**src/hdl/cfc_pkg.sv**
```systemverilog
// ----------------------------------------------------------------------------
// cfc_pkg: shared types and constants of the command frame checker
// Byte roles, error codes, parser phases, the result bundle and the frame
// prefix lookup.
// ----------------------------------------------------------------------------
package cfc_pkg;

  // Header layout
  localparam logic [15:0] HDR_LEN     = 16'd10;
  localparam logic [15:0] MIN_VAR_LEN = 16'd4;
  localparam logic [15:0] PREFIX_LEN  = 16'd4;

  // Byte positions inside the header
  localparam logic [3:0] POS_SLOT_HI  = 4'd4;
  localparam logic [3:0] POS_SLOT_LO  = 4'd5;
  localparam logic [3:0] POS_TIMEOUT  = 4'd6;
  localparam logic [3:0] POS_INTERVAL = 4'd7;
  localparam logic [3:0] POS_LEN_HI   = 4'd8;

  // Role of each byte in the frame
  typedef enum logic [2:0] {
    ROLE_PREFIX    = 3'd0,
    ROLE_HEADER    = 3'd1,
    ROLE_COUNT     = 3'd2,
    ROLE_ARG_BYTE  = 3'd3,
    ROLE_ARG_NUL   = 3'd4,
    ROLE_DESC_BYTE = 3'd5,
    ROLE_DESC_NUL  = 3'd6,
    ROLE_EXTRA     = 3'd7
  } role_e;

  // Frame error codes
  typedef enum logic [2:0] {
    ERR_OK        = 3'd0,
    ERR_PREFIX    = 3'd1,
    ERR_SHORT     = 3'd2,
    ERR_ZERO_ARGS = 3'd3,
    ERR_NO_TERM   = 3'd4,
    ERR_TRAILING  = 3'd5
  } err_e;

  // Parser phase, one-hot
  typedef enum logic [1:0] {
    PH_HEADER = 2'b01,
    PH_VAR    = 2'b10
  } phase_e;

  // One result item
  typedef struct packed {
    logic [7:0]  byte_out;
    role_e       role;
    logic [7:0]  arg_number;
    logic [15:0] slot_index;
    logic [7:0]  timeout_val;
    logic [7:0]  interval_val;
    logic [7:0]  arg_total;
    logic        frame_end;
    err_e        error_code;
  } result_t;

  // Expected prefix text "CMD:"
  function automatic logic [7:0] prefix_char(input logic [1:0] idx);
    logic [7:0] ch;
    case (idx)
      2'd0:    ch = 8'h43;
      2'd1:    ch = 8'h4D;
      2'd2:    ch = 8'h44;
      default: ch = 8'h3A;
    endcase
    return ch;
  endfunction

endpackage

```
**src/hdl/cfc_parser.sv**
```systemverilog
// ----------------------------------------------------------------------------
// cfc_parser: frame state and per-byte classification
// Holds the frame parsing state and computes the result of one byte in a
// single combinational pass; state advances when take_i is high.
// ----------------------------------------------------------------------------
module cfc_parser (
  input  logic              clk_i,
  input  logic              rst_ni,
  input  logic              take_i,
  input  logic [7:0]        byte_i,
  output cfc_pkg::result_t  result_o
);

  cfc_pkg::phase_e phase_q, phase_d;
  logic [15:0] pos_q, pos_d;
  logic [15:0] sec_len_q, sec_len_d;
  logic        prefix_ok_q, prefix_ok_d;
  logic [15:0] slot_q, slot_d;
  logic [7:0]  timeout_q, timeout_d;
  logic [7:0]  interval_q, interval_d;
  logic [7:0]  arg_total_q, arg_total_d;
  logic [8:0]  nul_cnt_q, nul_cnt_d;
  cfc_pkg::err_e pend_err_q, pend_err_d;

  cfc_pkg::role_e role;
  cfc_pkg::err_e  err;
  logic [7:0]     arg_num;
  logic           fend;
  logic           var_last;

  // Last byte of the variable section
  assign var_last = ({1'b0, pos_q} + 17'd1) >= {1'b0, sec_len_q};

  // Classify the byte and compute next state
  always_comb begin
    phase_d     = phase_q;
    pos_d       = pos_q;
    sec_len_d   = sec_len_q;
    prefix_ok_d = prefix_ok_q;
    slot_d      = slot_q;
    timeout_d   = timeout_q;
    interval_d  = interval_q;
    arg_total_d = arg_total_q;
    nul_cnt_d   = nul_cnt_q;
    pend_err_d  = pend_err_q;
    role        = cfc_pkg::ROLE_PREFIX;
    err         = cfc_pkg::ERR_OK;
    arg_num     = 8'd0;
    fend        = 1'b0;

    if (phase_q == cfc_pkg::PH_HEADER) begin
      if (pos_q < cfc_pkg::PREFIX_LEN) begin
        role = cfc_pkg::ROLE_PREFIX;
        if (byte_i != cfc_pkg::prefix_char(pos_q[1:0])) begin
          prefix_ok_d = 1'b0;
        end
      end else begin
        role = cfc_pkg::ROLE_HEADER;
        case (pos_q[3:0])
          cfc_pkg::POS_SLOT_HI:  slot_d[15:8]    = byte_i;
          cfc_pkg::POS_SLOT_LO:  slot_d[7:0]     = byte_i;
          cfc_pkg::POS_TIMEOUT:  timeout_d       = byte_i;
          cfc_pkg::POS_INTERVAL: interval_d      = byte_i;
          cfc_pkg::POS_LEN_HI:   sec_len_d[15:8] = byte_i;
          default:               sec_len_d[7:0]  = byte_i;
        endcase
      end
      // Check the header on its last byte
      if (pos_q == (cfc_pkg::HDR_LEN - 16'd1)) begin
        if (!prefix_ok_d) begin
          fend = 1'b1;
          err  = cfc_pkg::ERR_PREFIX;
        end else if (sec_len_d < cfc_pkg::MIN_VAR_LEN) begin
          fend = 1'b1;
          err  = cfc_pkg::ERR_SHORT;
        end else begin
          phase_d = cfc_pkg::PH_VAR;
        end
        pos_d       = 16'd0;
        nul_cnt_d   = fend ? nul_cnt_q : 9'd0;
        pend_err_d  = cfc_pkg::ERR_OK;
        prefix_ok_d = fend ? 1'b1 : prefix_ok_d;
      end else begin
        pos_d = pos_q + 16'd1;
      end
    end else begin
      if (pos_q == 16'd0) begin
        role        = cfc_pkg::ROLE_COUNT;
        arg_total_d = byte_i;
        if (byte_i == 8'd0) begin
          pend_err_d = cfc_pkg::ERR_ZERO_ARGS;
        end
      end else if (nul_cnt_q < {1'b0, arg_total_q}) begin
        arg_num = nul_cnt_q[7:0];
        if (byte_i != 8'd0) begin
          role = cfc_pkg::ROLE_ARG_BYTE;
        end else begin
          role      = cfc_pkg::ROLE_ARG_NUL;
          nul_cnt_d = nul_cnt_q + 9'd1;
        end
      end else if (nul_cnt_q == {1'b0, arg_total_q}) begin
        if (byte_i != 8'd0) begin
          role = cfc_pkg::ROLE_DESC_BYTE;
        end else begin
          role      = cfc_pkg::ROLE_DESC_NUL;
          nul_cnt_d = nul_cnt_q + 9'd1;
        end
      end else begin
        role = cfc_pkg::ROLE_EXTRA;
        if (pend_err_q == cfc_pkg::ERR_OK) begin
          pend_err_d = cfc_pkg::ERR_TRAILING;
        end
      end
      // Close the frame on the last section byte
      if (var_last) begin
        if (pend_err_d == cfc_pkg::ERR_OK && nul_cnt_d <= {1'b0, arg_total_d}) begin
          pend_err_d = cfc_pkg::ERR_NO_TERM;
        end
        fend        = 1'b1;
        err         = pend_err_d;
        phase_d     = cfc_pkg::PH_HEADER;
        pos_d       = 16'd0;
        prefix_ok_d = 1'b1;
        pend_err_d  = cfc_pkg::ERR_OK;
      end else begin
        pos_d = pos_q + 16'd1;
      end
    end
  end

  // Assemble the result with held values after this byte
  always_comb begin
    result_o.byte_out     = byte_i;
    result_o.role         = role;
    result_o.arg_number   = arg_num;
    result_o.slot_index   = slot_d;
    result_o.timeout_val  = timeout_d;
    result_o.interval_val = interval_d;
    result_o.arg_total    = arg_total_d;
    result_o.frame_end    = fend;
    result_o.error_code   = err;
  end

  // Advance state on each taken byte
  always_ff @(posedge clk_i or negedge rst_ni) begin
    if (!rst_ni) begin
      phase_q     <= cfc_pkg::PH_HEADER;
      pos_q       <= 16'd0;
      sec_len_q   <= 16'd0;
      prefix_ok_q <= 1'b1;
      slot_q      <= 16'd0;
      timeout_q   <= 8'd0;
      interval_q  <= 8'd0;
      arg_total_q <= 8'd0;
      nul_cnt_q   <= 9'd0;
      pend_err_q  <= cfc_pkg::ERR_OK;
    end else if (take_i) begin
      phase_q     <= phase_d;
      pos_q       <= pos_d;
      sec_len_q   <= sec_len_d;
      prefix_ok_q <= prefix_ok_d;
      slot_q      <= slot_d;
      timeout_q   <= timeout_d;
      interval_q  <= interval_d;
      arg_total_q <= arg_total_d;
      nul_cnt_q   <= nul_cnt_d;
      pend_err_q  <= pend_err_d;
    end
  end

endmodule

```
**src/hdl/command_frame_checker_top.sv**
```systemverilog
// ----------------------------------------------------------------------------
// command_frame_checker_top: byte stream command frame checker
// Tags every byte of a command frame with its role, shows held header
// fields and reports frame errors on the final byte of each frame.
// ----------------------------------------------------------------------------
// Output: a result item is registered and appears in the cycle after its input item is accepted.
// Throughput: one byte per cycle; the output register refills in the same
// cycle it is drained, so the input only stalls while the output is stalled.
// Reset: rst_ni clears the parser to header search and empties the output.
// ----------------------------------------------------------------------------
module command_frame_checker_top (
  input  logic        clk_i,
  input  logic        rst_ni,
  input  logic        s_axis_tvalid,
  output logic        s_axis_tready,
  input  logic [7:0]  s_axis_tdata,   // [7:0] byte_in
  output logic        m_axis_tvalid,
  input  logic        m_axis_tready,
  // [7:0] byte_out, [15:8] arg_number, [31:16] slot_index,
  // [39:32] timeout_val, [47:40] interval_val, [55:48] arg_total,
  // [58:56] error_code, [63:59] zero
  output logic [63:0] m_axis_tdata,
  output logic [2:0]  m_axis_tuser,   // [2:0] role
  output logic        m_axis_tlast    // frame_end
);

  logic             take;
  logic             out_valid_q;
  cfc_pkg::result_t res_d;
  cfc_pkg::result_t res_q;

  // Accept when the output register is empty or draining
  assign s_axis_tready = !out_valid_q || m_axis_tready;
  assign take          = s_axis_tvalid && s_axis_tready;

  cfc_parser u_parser (
    .clk_i    (clk_i),
    .rst_ni   (rst_ni),
    .take_i   (take),
    .byte_i   (s_axis_tdata),
    .result_o (res_d)
  );

  // Output valid flag
  always_ff @(posedge clk_i or negedge rst_ni) begin
    if (!rst_ni) begin
      out_valid_q <= 1'b0;
    end else if (s_axis_tready) begin
      out_valid_q <= s_axis_tvalid;
    end
  end

  // Result register
  always_ff @(posedge clk_i) begin
    if (take) begin
      res_q <= res_d;
    end
  end

  // Drive the output item
  assign m_axis_tvalid = out_valid_q;
  assign m_axis_tuser  = res_q.role;
  assign m_axis_tlast  = res_q.frame_end;
  assign m_axis_tdata  = {5'd0, res_q.error_code, res_q.arg_total, res_q.interval_val,
                          res_q.timeout_val, res_q.slot_index, res_q.arg_number,
                          res_q.byte_out};

  // An error is only reported on the last byte of a frame
  a_err_on_end: assert property (@(posedge clk_i) disable iff (!rst_ni)
    m_axis_tvalid && !m_axis_tlast |-> res_q.error_code == cfc_pkg::ERR_OK)
    else $error("error code without frame end");

  // Header errors land on a header byte
  a_hdr_err_role: assert property (@(posedge clk_i) disable iff (!rst_ni)
    m_axis_tvalid && (res_q.error_code == cfc_pkg::ERR_PREFIX ||
                      res_q.error_code == cfc_pkg::ERR_SHORT)
    |-> res_q.role == cfc_pkg::ROLE_HEADER)
    else $error("header error on a non-header byte");

  // Argument number is zero outside argument bytes
  a_argn_role: assert property (@(posedge clk_i) disable iff (!rst_ni)
    m_axis_tvalid && res_q.role != cfc_pkg::ROLE_ARG_BYTE &&
    res_q.role != cfc_pkg::ROLE_ARG_NUL |-> res_q.arg_number == 8'd0)
    else $error("argument number outside argument bytes");

  // An accepted item shows up at the output next cycle
  a_accept_out: assert property (@(posedge clk_i) disable iff (!rst_ni)
    take |=> m_axis_tvalid)
    else $error("accepted item did not reach the output");

endmodule
```
**config.mk**
```make
export PLATFORM = sky130hd
export DESIGN_NAME = command_frame_checker_top
export DESIGN_NICKNAME = d
export VERILOG_FILES = /design/src/hdl/cfc_pkg.sv /design/src/hdl/cfc_parser.sv /design/src/hdl/command_frame_checker_top.sv
export SDC_FILE = /design/constraint.sdc
export NUM_CORES = 1
export LEC_CHECK = 0
export BUFFER_PORTS_ARGS = -buffer_cell sky130_fd_sc_hd__buf_2
export CORE_ASPECT_RATIO = 0.5
export CORE_MARGIN = 1
export CORE_UTILIZATION = 50
export CTS_BUF_LIST = sky130_fd_sc_hd__clkbuf_16
export DETAILED_ROUTE_END_ITERATION = 6
export GPL_ROUTABILITY_DRIVEN = 0
export GPL_TIMING_DRIVEN = 0
export MAX_ROUTING_LAYER = met4
export PLACE_DENSITY = 0.69
export SYNTH_ARGS = -nofsm -noshare
export SYNTH_HDL_FRONTEND = slang
export SYNTH_HIERARCHICAL = 1
export SYNTH_SLANG_ARGS = --single-unit
```
**constraint.sdc**
```tcl
create_clock -name clk_i -period 5.2 [get_ports clk_i]
set_clock_uncertainty 0.05 [all_clocks]
set_input_delay 0 -clock clk_i [delete_from_list [all_inputs] [get_ports clk_i]]
set_output_delay 0 -clock clk_i [all_outputs]
set_load 0.05 [all_outputs]
```
* After elaboration in Yosys (flattened, before gate mapping) *
Cells that the tools add are included.

storage, ports and cells
  word-level logic and storage cells = 134
  register bits = 151
  input bits = 12
  output and inout bits = 70

operators by class
  magnitude comparators = 5
  eq/ne operators = 15
  reductions and logical operators = 18
  multiplexer cells = 72
  add/subtract/negate cells = 3
  bitwise operators = 1

operators with widths
  cell                                                          count
  2-to-1 mux 8 bit                                              15
  2-to-1 mux 16 bit                                             7
  2-to-1 mux 9 bit                                              8
  2-to-1 mux 3 bit                                              18
  less-than comparator 16 x 3 -> 1 bit (second input constant)  2
  one-hot mux 7 bit (3 select lines)                            1
  adder 16 x 1 -> 17 bit (second input constant)                1
  greater-or-equal comparator 17 x 16 -> 1 bit                  1
  adder 16 x 1 -> 16 bit (second input constant)                1
  equality test 16 x 4 -> 1 bit (second input constant)         1
  equality test 4 x 3 -> 1 bit (second input constant)          4
  logical NOT 16 bit                                            1
  2-to-1 mux 2 bit                                              8
  2-to-1 mux 1 bit                                              15
  adder 9 x 1 -> 9 bit (second input constant)                  1
  equality test 9 x 8 -> 1 bit                                  1
  less-or-equal comparator 9 x 8 -> 1 bit                       1
  less-than comparator 9 x 8 -> 1 bit                           1
  logical NOT 8 bit                                             1
  inequality test 2 bit (second input constant)                 4
  inequality test 8 bit                                         1
  nonzero test 8 bit                                            1
  logical NOT 3 bit                                             2
  AND reduction 2 bit                                           3
  other kinds (13)                                              15

* Logic depth before layout (Yosys ltp) *
Gate-level depths: netlist of the first run.

  depth after elaboration = 14
  gate-level depth with buffers = 18
  depth with buffers taken out = 17

* Modules after synthesis *
Netlist of the first run, hierarchy kept.

modules (own cells, without submodules)
  module                     seq. area each (µm²)  cells an instance  times used  area an instance (µm²)
  cfc_parser                 2179.6                634                1           5816.8
  command_frame_checker_top  1916.8                73                 1           1986.9

* Worst setup path before layout of the first run *
OpenSTA, ideal clock, no wires.

  kind = register -> register
  start = register u_parser.nul_cnt_q[4]
  end = register res_q, in the netlist m_axis_tdata[58] (data pin)
  path slack = 1.355 ns
  setup time = 0.147 ns
  required time = 5.003 ns
  clock period less this slack = 3.845 ns
  arrival time = 3.648 ns
  stages on the path, launching flop included = 17
  path buffers = 0
  cell sequence = dfrtp_1 ha_1 and4_1 and3_1 a211oi_1 nor2_1 nand3_2 nor2_1 xor2_1 ha_1 a22o_1 nor4_1 o21ai_0 a2111o_1 a211oi_1 o21ai_0 a21oi_1

RTL lines
  item                    RTL line                         RTL
  start, declared         cfc_parser.sv:22                 logic [8:0] nul_cnt_q, nul_cnt_d;
  start signal, assigned  cfc_parser.sv:166                nul_cnt_q <= nul_cnt_d;
  end signal, assigned    command_frame_checker_top.sv:56  res_q <= res_d;
  end, declared           command_frame_checker_top.sv:30  cfc_pkg::result_t res_q;

* Final worst setup path of the first run *
  start = register u_parser.pos_q[0]
  end = register res_q, in the netlist m_axis_tlast (data pin)

between the ends
  cells in the longest elaborated chain, start to end = 13
  elaborated cells on any way between the ends = 32
  those cells by class = add/sub (1); order compare (3); eq/ne (9); mux (17); reduce/logical (2)

RTL lines
  item                                                                           RTL line           RTL
  start, declared                                                                cfc_parser.sv:15   logic [15:0] pos_q, pos_d;
  start signal, assigned                                                         cfc_parser.sv:159  pos_q <= pos_d;
  branches (longest 12 deep; another with less-than comparator 16 x 3 -> 1 bit)  -
  2-to-1 mux 1 bit (*)                                                           cfc_parser.sv:51   if (phase_q == cfc_pkg::PH_HEADER) begin
  net u_parser.fend                                                              cfc_parser.sv:28   logic fend;

Mark *: on every way through the listed nets, which the timed path passes. The select of a mux whose other input is x is not followed.
A chain may end at the register's enable or synchronous reset.

==> reports/results.tsv, run 1 <==
stage	metric	value	unit
placed_design	placed_area	8480	µm²
pwr	seq_power_share	44.1	%
synth	syn_avg_cell_area	11.0	µm²
clocking	cts_max_level	4	
global_routing	top_usage_layer	met2	
global_routing	grt_overflow	0	
min_path	hp-class	in2async	
cells_and_area	final_cells	1029	
worst_setup_path	worstPathMaxFanout	10	
placed_design	dp.cells	986	
global_routing	gr-usage-met3	4.84	%
synth	ys.flop_type	dfrtp_1	
drt	first_pass_iters	5	
clocking	clock-sinks	151	
worst_setup_path	critPathBufInv	3	
drt	vias	5822	
timing	fin_crit_sh	88.3	%
cells_and_area	nNetsFinal	867	
timing	finalHoldViolations	0	
timing	fin_crit	4.59	ns
timing	slew_headroom	33.3	%
synth	synth_seq_cells	151	
global_routing	grt_use_met2	36.7	%
clocking	cts_tree	yes	
pwr	clockPowerShare	40.1	%
synth	synth-edff-count	63	
cells_and_area	diodes	0	
clocking	clockBufferDepth	2	
global_routing	gr-usage-met1	34.2	%
drt	drt_iter0_drc	506	
global_routing	grt_pass1_vias	5617	
clocking	cts_buffers	17	
global_routing	grt_usage	24.6	%
pwr	combPwrFrac	15.7	%
worst_setup_path	slowest_delay	0.49	ns
placed_design	port_buffers	76	
synth	synth_cells	707	
floorplanning	core	14900	µm²
floorplanning	num_io_pins	82	
drt	ant_nets	0	
timing	worstMarginPinSlew	0.975	ns
timing	tns	0	ns
floorplanning	start_util	52.5	%
worst_setup_path	crit_path_start_kind	flip-flop	
synth	synthDistinctLibCells	61	
placed_design	dp_hpwl	12400	µm
global_routing	antenna_found_initial	0	
synth	synthArstFlopShare	58.3	%
cells_and_area	stdcell_area	9180	µm²
pwr	internal-power	0.00210	W
worst_setup_path	cp.arrival	4.72	ns
clocking	root_buffer	clkbuf_16	
cells_and_area	area_growth	17.6	%
global_routing	grt_start_max_net_pins	65	
global_routing	grt_first_pass_wirelength	29500	µm
synth	seq_area_frac_synth	52.5	%
cells_and_area	nFillCells	1225	
worst_setup_path	crit_slowest_cell	clkbuf_1	
worst_setup_path	worstSetupEndpointType	flip-flop	
pwr	power_switching	0.000960	W
pwr	p_sw_share	31.3	%
status	status	finished, final reports clean	
clocking	clk_pin_slew	0.07	ns
floorplanning	fp.dieH	90.3	µm
clocking	clock_latency	0.42	ns
synth	ys_warn_count	6	
worst_setup_path	worstPathRequired	5.33	ns
floorplanning	dieArea	16100	µm²
drt	routed_wl	18000	µm
pwr	leakage	4.17	nW
cells_and_area	drive_above_1_share	24.9	%
cells_and_area	postLayoutCoreUtil	61.8	%
pwr	ir_worst_vdd	266	µV
pwr	powerDensity	334	nW/µm²
worst_setup_path	worst-setup-path-type	reg2reg	
job	drv_cap	0	
timing	rsz0062_at_grt	no	
floorplanning	dieWidth	179	µm
synth	synth_area	7800	µm²
timing	finalSetupViolations	0	
drt	remaining_drc_errors	0	
floorplanning	rows	31	
timing	drv_slew	0	
drt	detail_route.wl_per_cell	17.5	µm
drt	via_per_inst	5.66	
worst_setup_path	cp_top_family	compound AO/OA/AOI/OAI gates	
timing	fmax	218	MHz
worst_setup_path	path_cells	ha_1 > buf_2 > nand2_1 > nor3_1 > and3_1 > xor2_1 > ha_1 > o21a_1 > o21ai_0 > a311oi_1 > a311o_1 > o21ai_0 > clkbuf_1 > nand2_1 > buf_4	
[sequential cells by signal (all words and copies together), names as in the netlist, 2 cells and up]
name and cells:
u_parser/pend_err_q 3, u_parser/slot_q 16, u_parser/sec_len_q 16, m_axis_tdata 59
u_parser/arg_total_q 8, u_parser/timeout_q 8, u_parser/pos_q 16, m_axis_tuser 3
u_parser/interval_q 8, u_parser/phase_q 2, u_parser/nul_cnt_q 9
[cell usage in the layout (no fill, tap or decap), drive strengths merged, types with 20 or more instances in the layout]
| cell type | Yosys | routed |
|---|---|---|
| mux2 | 66 | 66 |
| nor2 | 39 | 39 |
| nand2 | 60 | 60 |
| edfxtp | 63 | 63 |
| clkbuf | 24 | 41 |
| ha | 37 | 37 |
| nand3 | 28 | 28 |
| buf | 21 | 98 |
| o21ai | 58 | 58 |
| a21oi | 33 | 33 |
| xnor2 | 20 | 20 |
| dfrtp | 86 | 86 |
| inv | 44 | 54 |
[through the flow]
| stage | power [W] | setup slack, ns | hold WS, ns |
|---|---|---|---|
| final | 0.00306 | 0.608 | 0.0657 |
| after detailed placement | 0.00185 | 0.736 | 0.00935 |
| after CTS | 0.00308 | 0.677 | 0.0960 |
| after floorplan | 0.00171 | 1.35 | -0.346 |
| after global placement | 0.00183 | 0.730 | 0.152 |
| after global routing | 0.00319 | 0.305 | 0.114 |
[worst paths after layout]
path	startpoint	endpoint	slack, ns	cells past startpoint
worst max-delay path	u_parser/pos_q[0]	m_axis_tlast	0.61	15
worst min register to register	u_parser/prefix_ok_q	u_parser/prefix_ok_q	0.44	2
worst max register to register	u_parser/pos_q[0]	m_axis_tlast	0.61	15
min in group clk_i	m_axis_tready	m_axis_tvalid	0.36	4
max in group asynchronous	rst_ni	u_parser/phase_q[0]	4.29	3
worst min-delay path	rst_ni	u_parser/slot_q[10]	0.07	2
[power by group through the flow]
stage	Sequential (W)	Clock [W]	Combinational, W
2_1_floorplan	0.00144	0	0.000271
3_3_place_gp	0.00137	0	0.000458
3_5_place_dp	0.00137	0	0.000472
4_1_cts	0.00135	0.00125	0.000482
5_1_grt	0.00136	0.00130	0.000528
6_report	0.00135	0.00123	0.000482
[final cells by class]
type	instances	area, µm²	area share (%)
Inverter	44	165	1.80
Clock inverter	15	168	1.83
Buffer	45	245	2.67
Multi-Input combinational cell	471	3310	36.1
Timing Repair Buffer	88	520	5.67
Tap cell	198	248	2.70
Sequential cell	151	4100	44.6
Clock buffer	17	425	4.63
[Yosys cell counts (11+ instances only)]
cell type	n	area, µm²
edfxtp_1	63	1890
nand3_1	27	135
buf_4	15	113
ha_1	37	463
mux2_2	66	743
inv_1	44	165
dfrtp_1	86	2150
nor3_1	11	55.1
a21oi_1	33	165
xnor2_1	20	175
o21ai_0	58	290
clkbuf_1	24	90.1
nand2_1	60	225
nor2_1	39	146
[per-layer routing]
metal | up-vias | wire [µm]
li1 | 2749 | -
met1 | 2863 | 8430
met2 | 191 | 8290
met4 | 0 | 192
met3 | 19 | 1090
met5 | - | 0
[kinds of logic after synthesis]
group | count (synthesis) | synth area share [%]
AO/OA/AOI/OAI | 134 | 10.5
XOR/XNOR | 23 | 2.58
adder cells (fa/ha/maj) | 37 | 5.93
buffers and inverters | 89 | 5.26
flip-flops | 151 | 52.5
multiplexers | 68 | 9.78
other | 1 | 0.0481
AND/OR/NAND/NOR | 204 | 13.5
[what timing repair did]
action | in CTS | in global routing
buffers inserted | 0 | 0
endpoints found under the hold margin | 62 | 0
gates resized for setup | 0 | 0
hold buffers | 11 | 0
No activity file was read; power rests on OpenSTA's default activity.
==> inputs of run 2 (changes only) <==
--- a/config.mk
+++ b/config.mk
@@ -5,6 +5,7 @@
 export SDC_FILE = /design/constraint.sdc
 export NUM_CORES = 1
 export LEC_CHECK = 0
+export ABC_AREA = 1
 export BUFFER_PORTS_ARGS = -buffer_cell sky130_fd_sc_hd__buf_2
 export CORE_ASPECT_RATIO = 0.5
 export CORE_MARGIN = 1
@@ -13,8 +14,8 @@
 export DETAILED_ROUTE_END_ITERATION = 6
 export GPL_ROUTABILITY_DRIVEN = 0
 export GPL_TIMING_DRIVEN = 0
-export MAX_ROUTING_LAYER = met4
 export PLACE_DENSITY = 0.69
+export SLEW_MARGIN = 0
 export SYNTH_ARGS = -nofsm -noshare
 export SYNTH_HDL_FRONTEND = slang
 export SYNTH_HIERARCHICAL = 1
==> run 2 against run 1 <==
Synthesized cell count grew 35%; routed wire length is 13% higher; maximum frequency rose by 14%; sequential cell count unchanged; clock power hardly changed; largest power group is now combinational cells; critical endpoint is now u_parser/pos_q[11]; global-route usage up 1.3 points; register-to-register slack gained 0.56 ns.
==> reports/results.tsv, run 2 <==
stage	metric	value	unit	change
pwr	ir_worst_vdd	338	µV	+27%
job	drv_cap	0		unchanged
cells_and_area	postLayoutCoreUtil	60.8	%	-0.97 points
cells_and_area	nFillCells	1362		+11%
drt	remaining_drc_errors	0		unchanged
clocking	cts_buffers	17		unchanged
floorplanning	num_io_pins	82		unchanged
drt	first_pass_iters	5		unchanged
global_routing	grt_use_met2	39.8	%	+3.1 points
pwr	p_sw_share	43.9	%	+13 points
global_routing	antenna_found_initial	0		unchanged
cells_and_area	final_common_cell	nand2_1		
drt	routed_wl	20300	µm	+13%
pwr	clockPowerShare	23.1	%	-17 points
drt	ant_nets	0		unchanged
worst_setup_path	worstSetupEndpointType	flip-flop		
timing	slew_headroom	43.2	%	+9.9 points
cells_and_area	final_cells	1284		+25%
clocking	clock_latency	0.42	ns	about the same
pwr	internal-power	0.00298	W	+42%
floorplanning	start_util	51.7	%	-0.80 points
status	status	finished, final reports clean		
synth	synth_fa_ha_area_share	5.75	%	-0.19 points
synth	seq_area_frac_synth	50.8	%	-1.6 points
clocking	cts_max_level	4		unchanged
synth	synth_xor_area_share	2.07	%	-0.52 points
global_routing	grt_overflow	0		unchanged
clocking	cts_tree	yes		
cells_and_area	largest_reg_flops	59		unchanged
cells_and_area	diodes	0		unchanged
synth	ys_top_cells_by_area	dfrtp_1, edfxtp_1, nand2_1		
timing	finalSetupViolations	0		unchanged
cells_and_area	stdcell_area	9470	µm²	+3.2%
floorplanning	dieArea	16700	µm²	+3.2%
synth	synth-edff-count	63		unchanged
global_routing	grt_usage	25.9	%	+1.3 points
synth	synth.top_cell.area_share	26.7	%	-0.87 points
synth	synth_top_area_cell	dfrtp_1		
cells_and_area	nNetsFinal	1116		+29%
clocking	cts_resized	0		unchanged
worst_setup_path	crit_path_start_kind	flip-flop		
timing	fin_crit_sh	77.5	%	-11 points
global_routing	grt_start_max_net_pins	70		+7.7%
floorplanning	rows	32		+3.2%
floorplanning	core	15600	µm²	+4.8%
timing	worstMarginPinSlew	0.849	ns	-0.125 ns
synth	synth_area	8060	µm²	+3.2%
placed_design	port_buffers	72		-5.3%
cells_and_area	final_cell_mix	nand2_1, inv_1, o21ai_0, dfrtp_1, buf_2		
worst_setup_path	rrSetupSlack	1.17	ns	+0.56 ns
global_routing	top_usage_layer	met2		
synth	synth-compound-area-share	10.6	%	+0.12 points
clocking	clockBufferDepth	2		unchanged
pwr	power_switching	0.00233	W	+140%
global_routing	grt_first_pass_wirelength	33100	µm	+12%
placed_design	placed_area	8770	µm²	+3.4%
synth	synthArstFlopShare	58.3	%	unchanged
cells_and_area	multi_input_area	3250	µm²	-1.9%
timing	drv_slew	0		unchanged
worst_setup_path	cp.arrival	4.29	ns	-0.43 ns
synth	synth_top_family_by_area	simple AND/OR/NAND/NOR gates		
pwr	leakage	4.53	nW	+8.7%
worst_setup_path	worst-setup-path-type	reg2reg		
cells_and_area	drive_above_1_share	14.0	%	-11 points
synth	syn_avg_cell_area	8.42	µm²	-24%
pwr	powerDensity	561	nW/µm²	+68%
floorplanning	dieWidth	182	µm	+1.6%
drt	detail_route.wl_per_cell	15.8	µm	-9.6%
drt	drt_iter0_drc	558		+10%
synth	synth_most_common_cell	nand2_1		
timing	rsz0062_at_grt	no		
synth	synth_common_cells	nand2_1, inv_1, o21ai_0		
synth	synth_seq_cells	151		unchanged
drt	via_per_inst	5.33		-5.7%
timing	fmax	248	MHz	+14%
global_routing	gr-usage-met3	4.69	%	-0.15 points
clocking	clk_pin_slew	0.06	ns	about the same
global_routing	gr-usage-met1	37.4	%	+3.2 points
drt	vias	6849		+18%
min_path	hp-class	in2async		
worst_setup_path	worstPathRequired	5.47	ns	+0.14 ns
cells_and_area	regArea	4100	µm²	unchanged
timing	finalHoldViolations	0		unchanged
global_routing	grt_pass1_vias	6427		+14%
synth	synthDistinctLibCells	39		-36%
synth	muxShareOfSynthArea	0	%	-9.8 points
clocking	clock-sinks	151		unchanged
synth	synth-simple-area-share	21.6	%	+8.1 points
cells_and_area	area_growth	17.6	%	about the same
synth	synth_cells	957		+35%
placed_design	dp.cells	1240		+26%
clocking	cts_setup_buffers	0		unchanged
synth	ys.flop_type	dfrtp_1		
pwr	seq_power_share	32.7	%	-11 points
floorplanning	fp.dieH	91.8	µm	+1.6%
pwr	combPwrFrac	44.2	%	+29 points
timing	fin_crit	4.03	ns	-0.563 ns
worst_setup_path	worstPathMaxFanout	10		unchanged
placed_design	dp_hpwl	14300	µm	+16%
clocking	root_buffer	clkbuf_16		
synth	ys_warn_count	6		unchanged
run 2: cell families (layout without fill, tap and decap cells):
logic type | Yosys count | in the layout
and+or+nand+nor | 410 | 410
buffers and inverters | 178 | 297
AOI/OAI and AO/OA | 161 | 161
DFF | 151 | 151
adders and majority gates | 37 | 37
xor gates and xnor gates | 19 | 19
other | 1 | 5
run 2: path summary, 6_finish.rpt:
kind / startpoint / to / cells after the start
setup / recovery: u_parser/pos_q[0] / u_parser/pos_q[11] / 18
hold / removal: rst_ni / u_parser/phase_q[0] / 2
setup reg to reg: u_parser/pos_q[0] / u_parser/pos_q[11] / 18
hold reg to reg: u_parser/phase_q[0] / u_parser/phase_q[0] / 2
max in group asynchronous: rst_ni / u_parser/nul_cnt_q[8] / 3
min in group clk_i: m_axis_tready / m_axis_tdata[14] / 3
run 2: critical path, stage by stage (launching register included):
cell     delay (ns)
dfrtp_1        0.46
ha_1           0.31
nand2_1        0.16
nor3_2         0.18
nand3_1        0.17
nor2_1         0.25
nand4_1        0.14
xnor2_1        0.28
ha_1           0.30
nand2_1        0.07
inv_1          0.05
nand3_1        0.07
nor3_1         0.05
nor3_1         0.35
nand3_1        0.29
nand2_2        0.26
buf_2          0.25
nand3_1        0.09
o21ai_0        0.14
run 2: what timing repair did:
item / CTS / global route
hold buffers: 11 / 1
endpoints found under the setup margin: 0 / 0
hold endpoints to repair: 99 / 1
run 2: area by class of cell:
class	instances	area share, %
sequential	151	43.2
multi-input combinational	632	34.3
timing repair buffer	87	5.81
inverter	134	5.31
clock buffer	18	4.75
tap	204	2.69
buffer	44	2.46
clock inverter	14	1.43
run 2: power by group through the flow:
| stage | registers (W) | clock network [W] | logic (W) |
|---|---|---|---|
| detailed placement | 0.00175 | 0 | 0.00229 |
| global route | 0.00177 | 0.00130 | 0.00264 |
| floorplan | 0.00201 | 0 | 0.00146 |
| CTS | 0.00173 | 0.00125 | 0.00232 |
| finish | 0.00173 | 0.00123 | 0.00235 |
| global placement | 0.00175 | 0 | 0.00222 |
run 2: per-stage QoR:
stage	total power, W	worst slack [ns]	hold WS (ns)	TNS [ns]
CTS	0.00530	1.25	0.00208	0
detailed placement	0.00404	1.26	-0.132	0
floorplan	0.00347	0.776	-0.346	0
global route	0.00570	0.752	0.0853	0
finish	0.00531	1.17	0.0575	0
global placement	0.00396	-0.865	0.128	-12.97
run 2: per-layer routing:
metal / vias up / part of all wire (%)
met5: - / 0
met4: 0 / 1.0
met3: 23 / 8.3
met2: 285 / 43
met1: 3227 / 48
li1: 3314 / -
